--- src/rtl/pingpong_message_buffer_unit_assert.svh ---
// ----------------------------------------------------------------------------
// Assertion macros for the ping-pong message buffer
// Short wrappers around concurrent assertions, clocked on clk_i and held
// off while rst_ni is low. They expand to nothing when SYNTH is defined.
// ----------------------------------------------------------------------------
`ifndef PINGPONG_MESSAGE_BUFFER_UNIT_ASSERT_SVH
`define PINGPONG_MESSAGE_BUFFER_UNIT_ASSERT_SVH
`ifndef SYNTH
// Condition that must hold at every clock edge.
`define PMB_ASSERT(lbl, cond) \
  lbl: assert property (@(posedge clk_i) disable iff (!rst_ni) (cond)) \
    else $error("pmb assertion failed");
// Condition that must hold in the cycle after a trigger.
`define PMB_ASSERT_NEXT(lbl, pre, post) \
  lbl: assert property (@(posedge clk_i) disable iff (!rst_ni) (pre) |=> (post)) \
    else $error("pmb assertion failed");
`else
`define PMB_ASSERT(lbl, cond)
`define PMB_ASSERT_NEXT(lbl, pre, post)
`endif
`endif

--- src/rtl/pmb_pkg.sv ---
// ----------------------------------------------------------------------------
// pmb_pkg
// Shared constants, codes and types of the ping-pong message buffer.
// ----------------------------------------------------------------------------
package pmb_pkg;

  // Size of one bank in bytes.
  localparam int unsigned BANK_BYTES = 1024;
  // Width of fill, head and write position (must hold BANK_BYTES itself).
  localparam int unsigned PTR_W      = $clog2(BANK_BYTES + 1);
  // Width of a byte index inside one bank.
  localparam int unsigned ADDR_W     = $clog2(BANK_BYTES);
  // Width used for the capacity check of a new message.
  localparam int unsigned SUM_W      = PTR_W + 1;
  // Entries of the command queue between front and back (power of two).
  localparam int unsigned CMD_DEPTH  = 2;
  localparam int unsigned CMD_PTR_W  = $clog2(CMD_DEPTH);
  localparam int unsigned CMD_CNT_W  = $clog2(CMD_DEPTH + 1);

  // Result status codes.
  localparam logic [2:0] ST_OK     = 3'd0;
  localparam logic [2:0] ST_BADLEN = 3'd1;
  localparam logic [2:0] ST_FULL   = 3'd2;
  localparam logic [2:0] ST_EMPTY  = 3'd3;
  localparam logic [2:0] ST_SMALL  = 3'd4;
  localparam logic [2:0] ST_BUSY   = 3'd5;

  // Request type field values.
  localparam logic REQ_WRITE = 1'b0;
  localparam logic REQ_READ  = 1'b1;

  // Command kinds as classified by the front end.
  typedef enum logic [1:0] {
    CMD_WR_FIRST = 2'd0,
    CMD_WR_NEXT  = 2'd1,
    CMD_READ     = 2'd2,
    CMD_BUSY     = 2'd3
  } cmd_kind_e;

  // One queued command.
  typedef struct packed {
    cmd_kind_e  kind;
    logic [7:0] data_byte;
    logic [7:0] msg_len;
    logic       last_byte;
    logic [7:0] read_capacity;
  } cmd_t;

endpackage

--- src/rtl/pmb_cmd_fifo.sv ---
// ----------------------------------------------------------------------------
// pmb_cmd_fifo
// Short command queue that decouples the front end from the back end.
// ----------------------------------------------------------------------------
module pmb_cmd_fifo (
  input  logic          clk_i,
  input  logic          rst_ni,
  input  logic          push_i,
  input  pmb_pkg::cmd_t push_data_i,
  output logic          full_o,
  input  logic          pop_i,
  output pmb_pkg::cmd_t head_o,
  output logic          valid_o
);
  import pmb_pkg::*;

  cmd_t                 entries_q [CMD_DEPTH];
  logic [CMD_PTR_W-1:0] wr_ptr_q, rd_ptr_q;
  logic [CMD_CNT_W-1:0] count_q;
  logic                 do_push, do_pop;

  assign full_o  = (count_q == CMD_CNT_W'(CMD_DEPTH));
  assign valid_o = (count_q != '0);
  assign head_o  = entries_q[rd_ptr_q];
  assign do_push = push_i && !full_o;
  assign do_pop  = pop_i && valid_o;

  // Entry storage.
  always_ff @(posedge clk_i) begin
    if (do_push) begin
      entries_q[wr_ptr_q] <= push_data_i;
    end
  end

  // Pointers wrap naturally since the depth is a power of two.
  always_ff @(posedge clk_i or negedge rst_ni) begin
    if (!rst_ni) begin
      wr_ptr_q <= '0;
      rd_ptr_q <= '0;
      count_q  <= '0;
    end else begin
      if (do_push) begin
        wr_ptr_q <= wr_ptr_q + CMD_PTR_W'(1);
      end
      if (do_pop) begin
        rd_ptr_q <= rd_ptr_q + CMD_PTR_W'(1);
      end
      if (do_push && !do_pop) begin
        count_q <= count_q + CMD_CNT_W'(1);
      end else if (do_pop && !do_push) begin
        count_q <= count_q - CMD_CNT_W'(1);
      end
    end
  end

endmodule

--- config.mk ---
export PLATFORM = sky130hd
export DESIGN_NAME = pmb_cmd_fifo
export DESIGN_NICKNAME = d
export VERILOG_FILES = /design/src/rtl/pingpong_message_buffer_unit_assert.svh /design/src/rtl/pmb_pkg.sv /design/src/rtl/pmb_cmd_fifo.sv
export SDC_FILE = /design/constraint.sdc
export NUM_CORES = 1
export LEC_CHECK = 0
export BUFFER_PORTS_ARGS = -buffer_cell sky130_fd_sc_hd__buf_4
export CORE_ASPECT_RATIO = 1.4
export CORE_MARGIN = 3
export CORE_UTILIZATION = 45
export CTS_CLUSTER_DIAMETER = 120
export DETAILED_ROUTE_END_ITERATION = 7
export GPL_ROUTABILITY_DRIVEN = 0
export PLACE_DENSITY = 0.73
export SLEW_MARGIN = 20
export SYNTH_ARGS = -nofsm -noshare
export SYNTH_HDL_FRONTEND = slang
export SYNTH_SLANG_ARGS = --single-unit
--- constraint.sdc ---
create_clock -name clk_i -period 2.3 [get_ports clk_i]
set_input_delay 0.46 -clock clk_i [delete_from_list [all_inputs] [get_ports clk_i]]
set_output_delay 0.46 -clock clk_i [all_outputs]
set_load 0.01 [all_outputs]
==> reports/metrics.yaml, run 1 <==
outcome:
  outcome: "complete, no violations"
route:
  vias: 1145
  ant_nets: 0
  drc: 0
  wirelength_um: 3730
  wire_per_inst_um: 15.4
  drt_iter0_drc: 26
  viasPerCell: 4.73
  dr.pass1.iters: 5
floorplan:
  die_y_um: 89.6
  core-area_um2: 4680
  io_pins: 60
  die_width_um: 65.7
  die_area_um2: 5890
  num_rows: 29
  start_util: 0.480
power:
  p_switching_mw: 1.02
  clkPwrFrac: 0.198
  power.leakage_nw: 1.19
  switching_share: 0.285
  cell_internal_pwr_mw: 2.55
  p_comb_frac: 0.373
  total_power_mw: 3.57
  pwr-share-seq: 0.429
  vdd_ir_drop_max_uv: 780
  power.density_nw_per_um2: 1220
timing:
  layout_min_cycle_time_ps: 1980
  rsz0062_at_grt: "false"
  fin_crit_sh: 0.861
  finalClockSkew_ps: 3.93
  setup-tns-final_ps: 0
  worst_pin_slew_ps: 397
  relSlewSlack: 0.735
  setup_violations: 0
  hold_violations: 0
  setup_slack_ps: 321
  drv_slew: 0
  max_freq_mhz: 505
cts:
  clock_path_buffers: 2
  cts.htree.levels: 3
  clock_sinks: 58
  cts_buffers: 9
  cts_tree: "yes"
  clk_pin_slew_ps: 60
  clockRootBuffer: "clkbuf_8"
  postCtsSetupRepairBufs: 0
  clock_latency_ps: 320
  ctsResizeCount: 0
final_layout:
  fin_util: 0.623
  nets: 208
  drive_gt1_frac: 0.583
  diodes: 0
  area_growth_pct: 29.8
  stdcell_count: 242
placement:
  hpwl_um: 2740
  portBuffers: 59
  pre_cts_slack_ps: 639
  dp_cells: 226
setup_path:
  ff2ff_setup_slack_ps: 630
  regToRegEndpoint: "entries_q[1][5]"
  arrival_ps: 1520
  rr_worst_depth: 3
  required_ps: 1840
  crit_end: "head_o[10]"
  path_max_fanout: 20
  r2r_start: "count_q[0]"
  start_kind: "register"
  worstSetupStartpoint: "rd_ptr_q"
  worstSetupPathType: "register to output pin"
  cp-end-kind: "output pin"
yosys:
  synth_edf_count: 54
  synthDistinctLibCells: 16
  ys_ff_latch: 58
  yosysSeqAreaShare: 0.766
  syn_area_um2: 2250
  async_flop_share: 0.0690
  synthFlopType: "edfxtp_1"
  syn_inst: 103
  syn-num-nets: 135
  syn_avg_cell_area_um2: 21.8
  yosys_warnings: 0
global_route:
  overflow: 0
  grt_pass1_wl_um: 6000
  grt_pass1_vias: 1327
  antenna_found_initial: 0
  grt_util_all_layers: 0.145
  grt_max_degree: 21
hold_path:
  hold_class: "primary input to register"
  holdPathStages: 1
job:
  maxCapViolations: 0
synth_stat cells, types with 2 or more instances:
cell       n  share of area
buf_12     2          0.018
nor2_1     2         0.0033
dfrtp_1    4          0.045
xor2_1     2         0.0078
mux2_2     8          0.040
xnor2_1    3          0.012
mux2_4    19           0.13
inv_1      2         0.0033
edfxtp_1  54           0.72
cell usage in the layout (no fill, tap or decap), drive strengths merged:
cell type / synthesis / layout
mux2: 27 / 27
nand2b: 1 / 1
inv: 2 / 2
edfxtp: 54 / 54
buf: 3 / 64
nor2: 2 / 2
nand2: 2 / 2
xor2: 2 / 2
dfrtp: 4 / 4
or2: 1 / 1
clkinv: 0 / 5
and3: 1 / 1
xnor2: 3 / 3
dlygate4sd3: 0 / 1
ha: 1 / 1
clkbuf: 0 / 10
worst min-delay path by stage:
stage,startpoint,end,slack (ps)
2_1_floorplan,rst_ni,count_q[0],160
3_3_place_gp,rst_ni,count_q[0],260
3_5_place_dp,rst_ni,count_q[0],260
4_1_cts,push_data_i[18],entries_q[1][18],310
5_1_grt,push_data_i[22],entries_q[0][22],300
6_report,push_data_i[10],entries_q[0][10],330
final cells by class:
class / count / area [um2]
multi-input cells: 40 / 470
inverters: 2 / 7.51
flip-flops and latches: 58 / 1720
well taps: 62 / 77.6
clock buffers: 10 / 128
fillers: 340 / 1760
repair buffers: 65 / 490
clock inverters: 5 / 22.5
through the flow:
stage / area [um2] / hold WS, ps
floorplan: 2250 / 164
global placement: 2760 / 259
detailed placement: 2760 / 262
CTS: 2920 / 310
global route: 2920 / 302
finish: 2920 / 326
worst max-delay path: stages (launching register included):
cell	delay, ps
dfrtp_1	340
buf_4	340
mux2_2	380
buf_4	140
cell families (layout without fill, tap and decap cells):
family,count (synthesis),count (layout),share of synthesized area
and+or+nand+nor,7,7,0.0161
xor gates and xnor gates,5,5,0.0195
adders and majority gates,1,1,0.00556
buffers and inverters,5,82,0.0262
DFF,58,58,0.766
muxes,27,27,0.167
layer usage:
layer / vias up / wire length [um] / global-route usage
li1: 538 / - / -
met5: - / 0 / 0
met4: 0 / 99 / 0.0962
met2: 48 / 2100 / 0.251
met1: 549 / 1260 / 0.141
met3: 10 / 268 / 0.0585
power by group through the flow:
stage	sequential (mW)	combinational, mW	clock (mW)
2_1_floorplan	1.53	0.883	0
6_report	1.53	1.33	0.707
3_3_place_gp	1.54	1.32	0
3_5_place_dp	1.55	1.35	0
5_1_grt	1.56	1.44	0.776
4_1_cts	1.53	1.36	0.727
sequential cells by signal, summed over array words and instances (netlist names):
name       count
rd_ptr_q       1
count_q        2
entries_q     54
wr_ptr_q       1
what timing repair did:
item,CTS,global route
endpoints found under the hold margin,4,0
hold buffers,1,0
endpoints found under the setup margin,0,0
(Power assumes the default switching activity.)
==> run 2, diff against run 1 <==
--- a/config.mk
+++ b/config.mk
@@ -5,14 +5,13 @@
 export SDC_FILE = /design/constraint.sdc
 export NUM_CORES = 1
 export LEC_CHECK = 0
-export BUFFER_PORTS_ARGS = -buffer_cell sky130_fd_sc_hd__buf_4
 export CORE_ASPECT_RATIO = 1.4
 export CORE_MARGIN = 3
 export CORE_UTILIZATION = 45
 export CTS_CLUSTER_DIAMETER = 120
 export DETAILED_ROUTE_END_ITERATION = 7
+export DONT_BUFFER_PORTS = 1
 export GPL_ROUTABILITY_DRIVEN = 0
-export PLACE_DENSITY = 0.73
 export SLEW_MARGIN = 20
 export SYNTH_ARGS = -nofsm -noshare
 export SYNTH_HDL_FRONTEND = slang
==> run 2 against run 1 <==
Against the previous run: clock-buffer cell count is the same; utilization shrank 9.3 points; combinational power shrank 28%; cell count shrank 24%; clock power grew 1%; register-to-register slack gained 30 ps; global-route usage shrank 1.9 points; fmax grew 7.9%; design area shrank 15%; sequential power is essentially flat; clock skew shrank 0.58 ps; wire length shrank 12%; critical endpoint is now head_o[16]; largest cell class unchanged; largest power group unchanged.
==> reports/metrics.yaml, run 2 (synthesis gave the netlist of run 1 again) <==
final_layout:
  largest-register: "entries_q"  # unchanged
  final_area_um2: 2480  # was 2920 um2
  layout_common_cells: "54 x edfxtp_1, 19 x mux2_4, 9 x clkbuf_8"  # was 64 x buf_4, 54 x edfxtp_1, 19 x mux2_4
  fillers: 367  # was 340
  area_growth_pct: 10.4  # was 29.8%
  layout_commonest_cell: "edfxtp_1"  # was buf_4
  largest_reg_flops: 54  # unchanged
  nets: 150  # was 208
  diodes: 0  # unchanged
  reg.largest.list: "entries_q: 54 flops, count_q: 2 flops"  # unchanged
  drive_gt1_frac: 0.385  # was 0.583
  stdcell_count: 184  # was 242
  regArea_um2: 1720  # unchanged
  multi_input_area_um2: 470  # unchanged
setup_path:
  ff2ff_setup_slack_ps: 660  # was 630 ps
  rr_worst_depth: 3  # unchanged
  r2r_start: "count_q[0]"  # unchanged
  worstSetupStartpoint: "rd_ptr_q"  # unchanged
  regToRegEndpoint: "entries_q[1][5]"  # unchanged
  arrival_ps: 1380  # was 1520 ps
  cp-end-kind: "output pin"  # unchanged
  worstSetupPathType: "register to output pin"  # unchanged
  path_max_fanout: 18  # was 20
  start_kind: "register"  # unchanged
  required_ps: 1840  # about the same
floorplan:
  num_rows: 29  # unchanged
  die_area_um2: 5890  # unchanged
  start_util: 0.480  # unchanged
  die_y_um: 89.6  # unchanged
  die_width_um: 65.7  # unchanged
  core-area_um2: 4680  # unchanged
  io_pins: 60  # unchanged
timing:
  rsz0062_at_grt: "false"  # unchanged
  hold_violations: 0  # unchanged
  setup-tns-final_ps: 0  # unchanged
  drv_slew: 0  # unchanged
  max_freq_mhz: 545  # was 505 MHz
  setup_slack_ps: 465  # was 321 ps
  relSlewSlack: 0.690  # was 0.735
  setup_violations: 0  # unchanged
  layout_min_cycle_time_ps: 1840  # was 1980 ps
  finalClockSkew_ps: 3.35  # was 3.93 ps
  worst_pin_slew_ps: 465  # was 397 ps
  fin_crit_sh: 0.798  # was 0.861
  whs_ps: 228  # was 326 ps
cts:
  clockRootBuffer: "clkbuf_8"  # unchanged
  cts.htree.levels: 3  # unchanged
  clock_sinks: 58  # unchanged
  clock_latency_ps: 320  # about the same
  cts_buffers: 9  # unchanged
  clock_path_buffers: 2  # unchanged
  clk_pin_slew_ps: 60  # about the same
  cts_tree: "yes"  # unchanged
placement:
  placed_area_um2: 2320  # was 2760 um2
  pre_cts_slack_ps: 615  # was 639 ps
  hpwl_um: 2300  # was 2740 um
  dp_cells: 168  # was 226
  portBuffers: 0  # was 59
hold_path:
  hold_path_end: "entries_q[0][14]"  # was entries_q[0][10]
  hold_path_startpoint: "push_data_i[14]"  # was push_data_i[10]
  hold_class: "primary input to register"  # unchanged
  holdPathStages: 0  # was 1
global_route:
  grt_max_degree: 19  # was 21
  grt_util_all_layers: 0.126  # was 0.145
  antenna_found_initial: 0  # unchanged
  grt_pass1_wl_um: 5060  # was 6000 um
  grt_pass1_vias: 991  # was 1,327
  overflow: 0  # unchanged
power:
  vdd_ir_drop_max_uv: 755  # was 780 uV
  power.leakage_nw: 0.909  # was 1.19 nW
  power.density_nw_per_um2: 1290  # was 1220 nW/um2
route:
  ant_nets: 0  # unchanged
  vias: 931  # was 1,145
  drc: 0  # unchanged
  dr.pass1.iters: 4  # was 5
  drt_iter0_drc: 40  # was 26
  wire_per_inst_um: 17.9  # was 15.4 um
  viasPerCell: 5.06  # was 4.73
  wirelength_um: 3300  # was 3730 um
job:
  maxCapViolations: 0  # unchanged
outcome:
  outcome: "complete, no violations"  # unchanged
[run 2: critical path: stages (launching register included)]
cell and delay, ps:
dfrtp_1 340, buf_4 290, mux2_2 420
[run 2: layer usage]
metal,GRT usage,wire [um],vias to the layer above
li1,-,-,419
met1,0.119,1120,462
met2,0.203,1770,44
met3,0.0872,349,6
met5,0,0,-
met4,0.0679,62,0
[run 2: worst max-delay path by stage]
stage                                  end  slack [ps]  depth (start not counted)
after global routing             head_o[4]         380                          2
after floorplan            entries_q[0][0]         120                          3
after CTS                       head_o[16]         420                          2
after global placement     entries_q[1][0]         740                          3
final                           head_o[16]         460                          2
after detailed placement  entries_q[1][14]         610                          3
[run 2: what timing repair did]
| item | in CTS | in global routing |
|---|---|---|
| setup buffers | 0 | 0 |
| hold buffers | 1 | 0 |
| gates resized for setup | 0 | 0 |
| endpoints found under the hold margin | 4 | 0 |
[run 2: cell type report]
class / count / area share
flip-flops and latches: 58 / 0.694
repair buffers: 7 / 0.0222
multi-input cells: 40 / 0.190
well taps: 62 / 0.0313
inverters: 2 / 0.00302
clock buffers: 10 / 0.0514
clock inverters: 5 / 0.00907
[run 2: per-stage QoR]
stage | total power [mW] | utilization
global route | 3.39 | 0.530
finish | 3.21 | 0.530
global placement | 2.50 | 0.496
detailed placement | 2.54 | 0.496
CTS | 3.26 | 0.530
floorplan | 2.42 | -
[run 2: where the power goes]
part | internal (mW) | total (mW) | switching [mW] | leakage (nW)
Combinational | 0.446 | 0.961 | 0.515 | 0.280
Sequential | 1.45 | 1.53 | 0.0790 | 0.548
Clock | 0.370 | 0.717 | 0.347 | 0.0808
Total | 2.27 | 3.21 | 0.940 | 0.909
==> run 3, diff against run 2 <==
==> constraint.sdc (replaced) <==
create_clock -name clk_i -period 1.8 [get_ports clk_i]
set_input_delay 0.36 -clock clk_i [delete_from_list [all_inputs] [get_ports clk_i]]
set_output_delay 0.36 -clock clk_i [all_outputs]
set_load 0.01 [all_outputs]
==> run 3 against run 2 <==
Against the previous run: sequential power grew 28%; design area grew 1.5%; largest cell class unchanged; die area is the same; critical path type unchanged; power grew 34%; combinational power grew 30%; sequential cell count is the same; largest power group unchanged; worst setup slack lost 350 ps; utilization grew 0.80 points; hold slack lost 100 ps; clock-buffer cell count shrank 1.
==> reports/metrics.yaml, run 3 (synthesis gave the netlist of run 1 again) <==
job:
  maxCapViolations: 0  # unchanged
floorplan:
  die_width_um: 65.7  # unchanged
  die_area_um2: 5890  # unchanged
  num_rows: 29  # unchanged
  start_util: 0.480  # unchanged
  io_pins: 60  # unchanged
  die_y_um: 89.6  # unchanged
  core-area_um2: 4680  # unchanged
final_layout:
  largest_reg_flops: 54  # unchanged
  diodes: 0  # unchanged
  reg.largest.list: "entries_q: 54 flops, count_q: 2 flops"  # unchanged
  fillers: 370  # was 367
  fin_util: 0.538  # was 0.530
  multi_input_area_um2: 470  # unchanged
  nets: 150  # unchanged
  largest-register: "entries_q"  # unchanged
  layout_commonest_cell: "edfxtp_1"  # unchanged
  drive_gt1_frac: 0.398  # was 0.385
  area_growth_pct: 12.1  # was 10.4%
  stdcell_count: 185  # was 184
  regArea_um2: 1720  # unchanged
  final_area_um2: 2520  # was 2480 um2
  layout_common_cells: "54 x edfxtp_1, 19 x mux2_4, 9 x clkbuf_8"  # unchanged
timing:
  worst_pin_slew_ps: 207  # was 465 ps
  setup_violations: 0  # unchanged
  setup-tns-final_ps: 0  # unchanged
  max_freq_mhz: 594
  rsz0062_at_grt: "false"  # unchanged
  fin_crit_sh: 0.936
  layout_min_cycle_time_ps: 1680
  hold_violations: 0  # unchanged
  finalClockSkew_ps: 4.70  # was 3.35 ps
  drv_slew: 0  # unchanged
  relSlewSlack: 0.862  # was 0.690
  whs_ps: 126  # was 228 ps
global_route:
  antenna_found_initial: 0  # unchanged
  grt_util_all_layers: 0.131  # was 0.126
  grt_pass1_vias: 1049  # was 991
  grt_max_degree: 18  # was 19
  grt_pass1_wl_um: 5280  # was 5060 um
  overflow: 0  # unchanged
route:
  vias: 949  # was 931
  viasPerCell: 5.13  # was 5.06
  ant_nets: 0  # unchanged
  drt_iter0_drc: 47  # was 40
  wirelength_um: 3320  # was 3300 um
  dr.pass1.iters: 3  # was 4
  wire_per_inst_um: 17.9  # about the same
  drc: 0  # unchanged
cts:
  clock_path_buffers: 2  # unchanged
  cts.htree.levels: 3  # unchanged
  cts_buffers: 9  # unchanged
  clock_latency_ps: 330  # was 320 ps
  cts_tree: "yes"  # unchanged
  clk_pin_slew_ps: 60  # about the same
  clockRootBuffer: "clkbuf_8"  # unchanged
  clock_sinks: 58  # unchanged
placement:
  placed_area_um2: 2320  # unchanged
  portBuffers: 0  # unchanged
  hpwl_um: 2340  # was 2300 um
  dp_cells: 168  # unchanged
setup_path:
  cp-end-kind: "output pin"  # unchanged
  worstSetupPathType: "register to output pin"  # unchanged
  required_ps: 1440  # was 1840 ps
  path_max_fanout: 17  # was 18
  worstSetupStartpoint: "rd_ptr_q"  # unchanged
  r2r_start: "count_q[0]"  # unchanged
  start_kind: "register"  # unchanged
  arrival_ps: 1320  # was 1380 ps
outcome:
  outcome: "complete, no violations"  # unchanged
hold_path:
  hold_path_startpoint: "push_data_i[2]"  # was push_data_i[14]
  hold_class: "primary input to register"  # unchanged
power:
  power.leakage_nw: 0.924  # was 0.909 nW
  vdd_ir_drop_max_uv: 1040  # was 755 uV
  power.density_nw_per_um2: 1700  # was 1290 nW/um2
run 3: path summary, 6_finish.rpt:
path | slack (ps) | cells past startpoint | endpoint
setup / recovery | 120 | 2 | head_o[26]
hold / removal | 130 | 0 | entries_q[1][2]
setup reg to reg | 300 | 6 | count_q[1]
hold reg to reg | 520 | 1 | count_q[1]
max in group asynchronous | 1310 | 1 | count_q[0]
min in group asynchronous | 310 | 1 | rd_ptr_q
run 3: area by class of cell:
cell class / instances / area share
Clock buffer: 9 / 0.0492
Tap cell: 62 / 0.0308
Multi-Input combinational cell: 40 / 0.187
Timing Repair Buffer: 7 / 0.0233
Sequential cell: 58 / 0.683
Inverter: 2 / 0.00298
Clock inverter: 7 / 0.0238
run 3: worst max-delay path, cell delays in order (launching register included):
cell and delay [ps]:
dfrtp_1 360, buf_6 230, mux2_2 410
run 3: routing by layer:
layer / global-route usage / up-vias / routed length [um]
met4: 0.0906 / 0 / 99
met1: 0.117 / 468 / 1040
met2: 0.225 / 47 / 1850
met3: 0.0672 / 9 / 331
met5: 0 / - / 0
li1: - / 425 / -
run 3: metrics by stage:
step           setup slack [ps]  power, mW
6_report                    115       4.29
5_1_grt                    27.7       4.52
4_1_cts                    29.5       4.35
3_5_place_dp                295       3.25
3_3_place_gp                392       3.21
2_1_floorplan              57.9       3.09
run 3: repair_timing:
item / CTS / global route
hold buffers: 1 / 0
hold endpoints to repair: 4 / 0
resized for setup: 0 / 1
endpoints found under the setup margin: 0 / 7
buffers inserted: 0 / 0
run 3: where the power goes:
| group | switching (mW) | internal (mW) |
|---|---|---|
| clock | 0.466 | 0.620 |
| combinational | 0.667 | 0.578 |
| sequential | 0.103 | 1.85 |
| total | 1.24 | 3.05 |
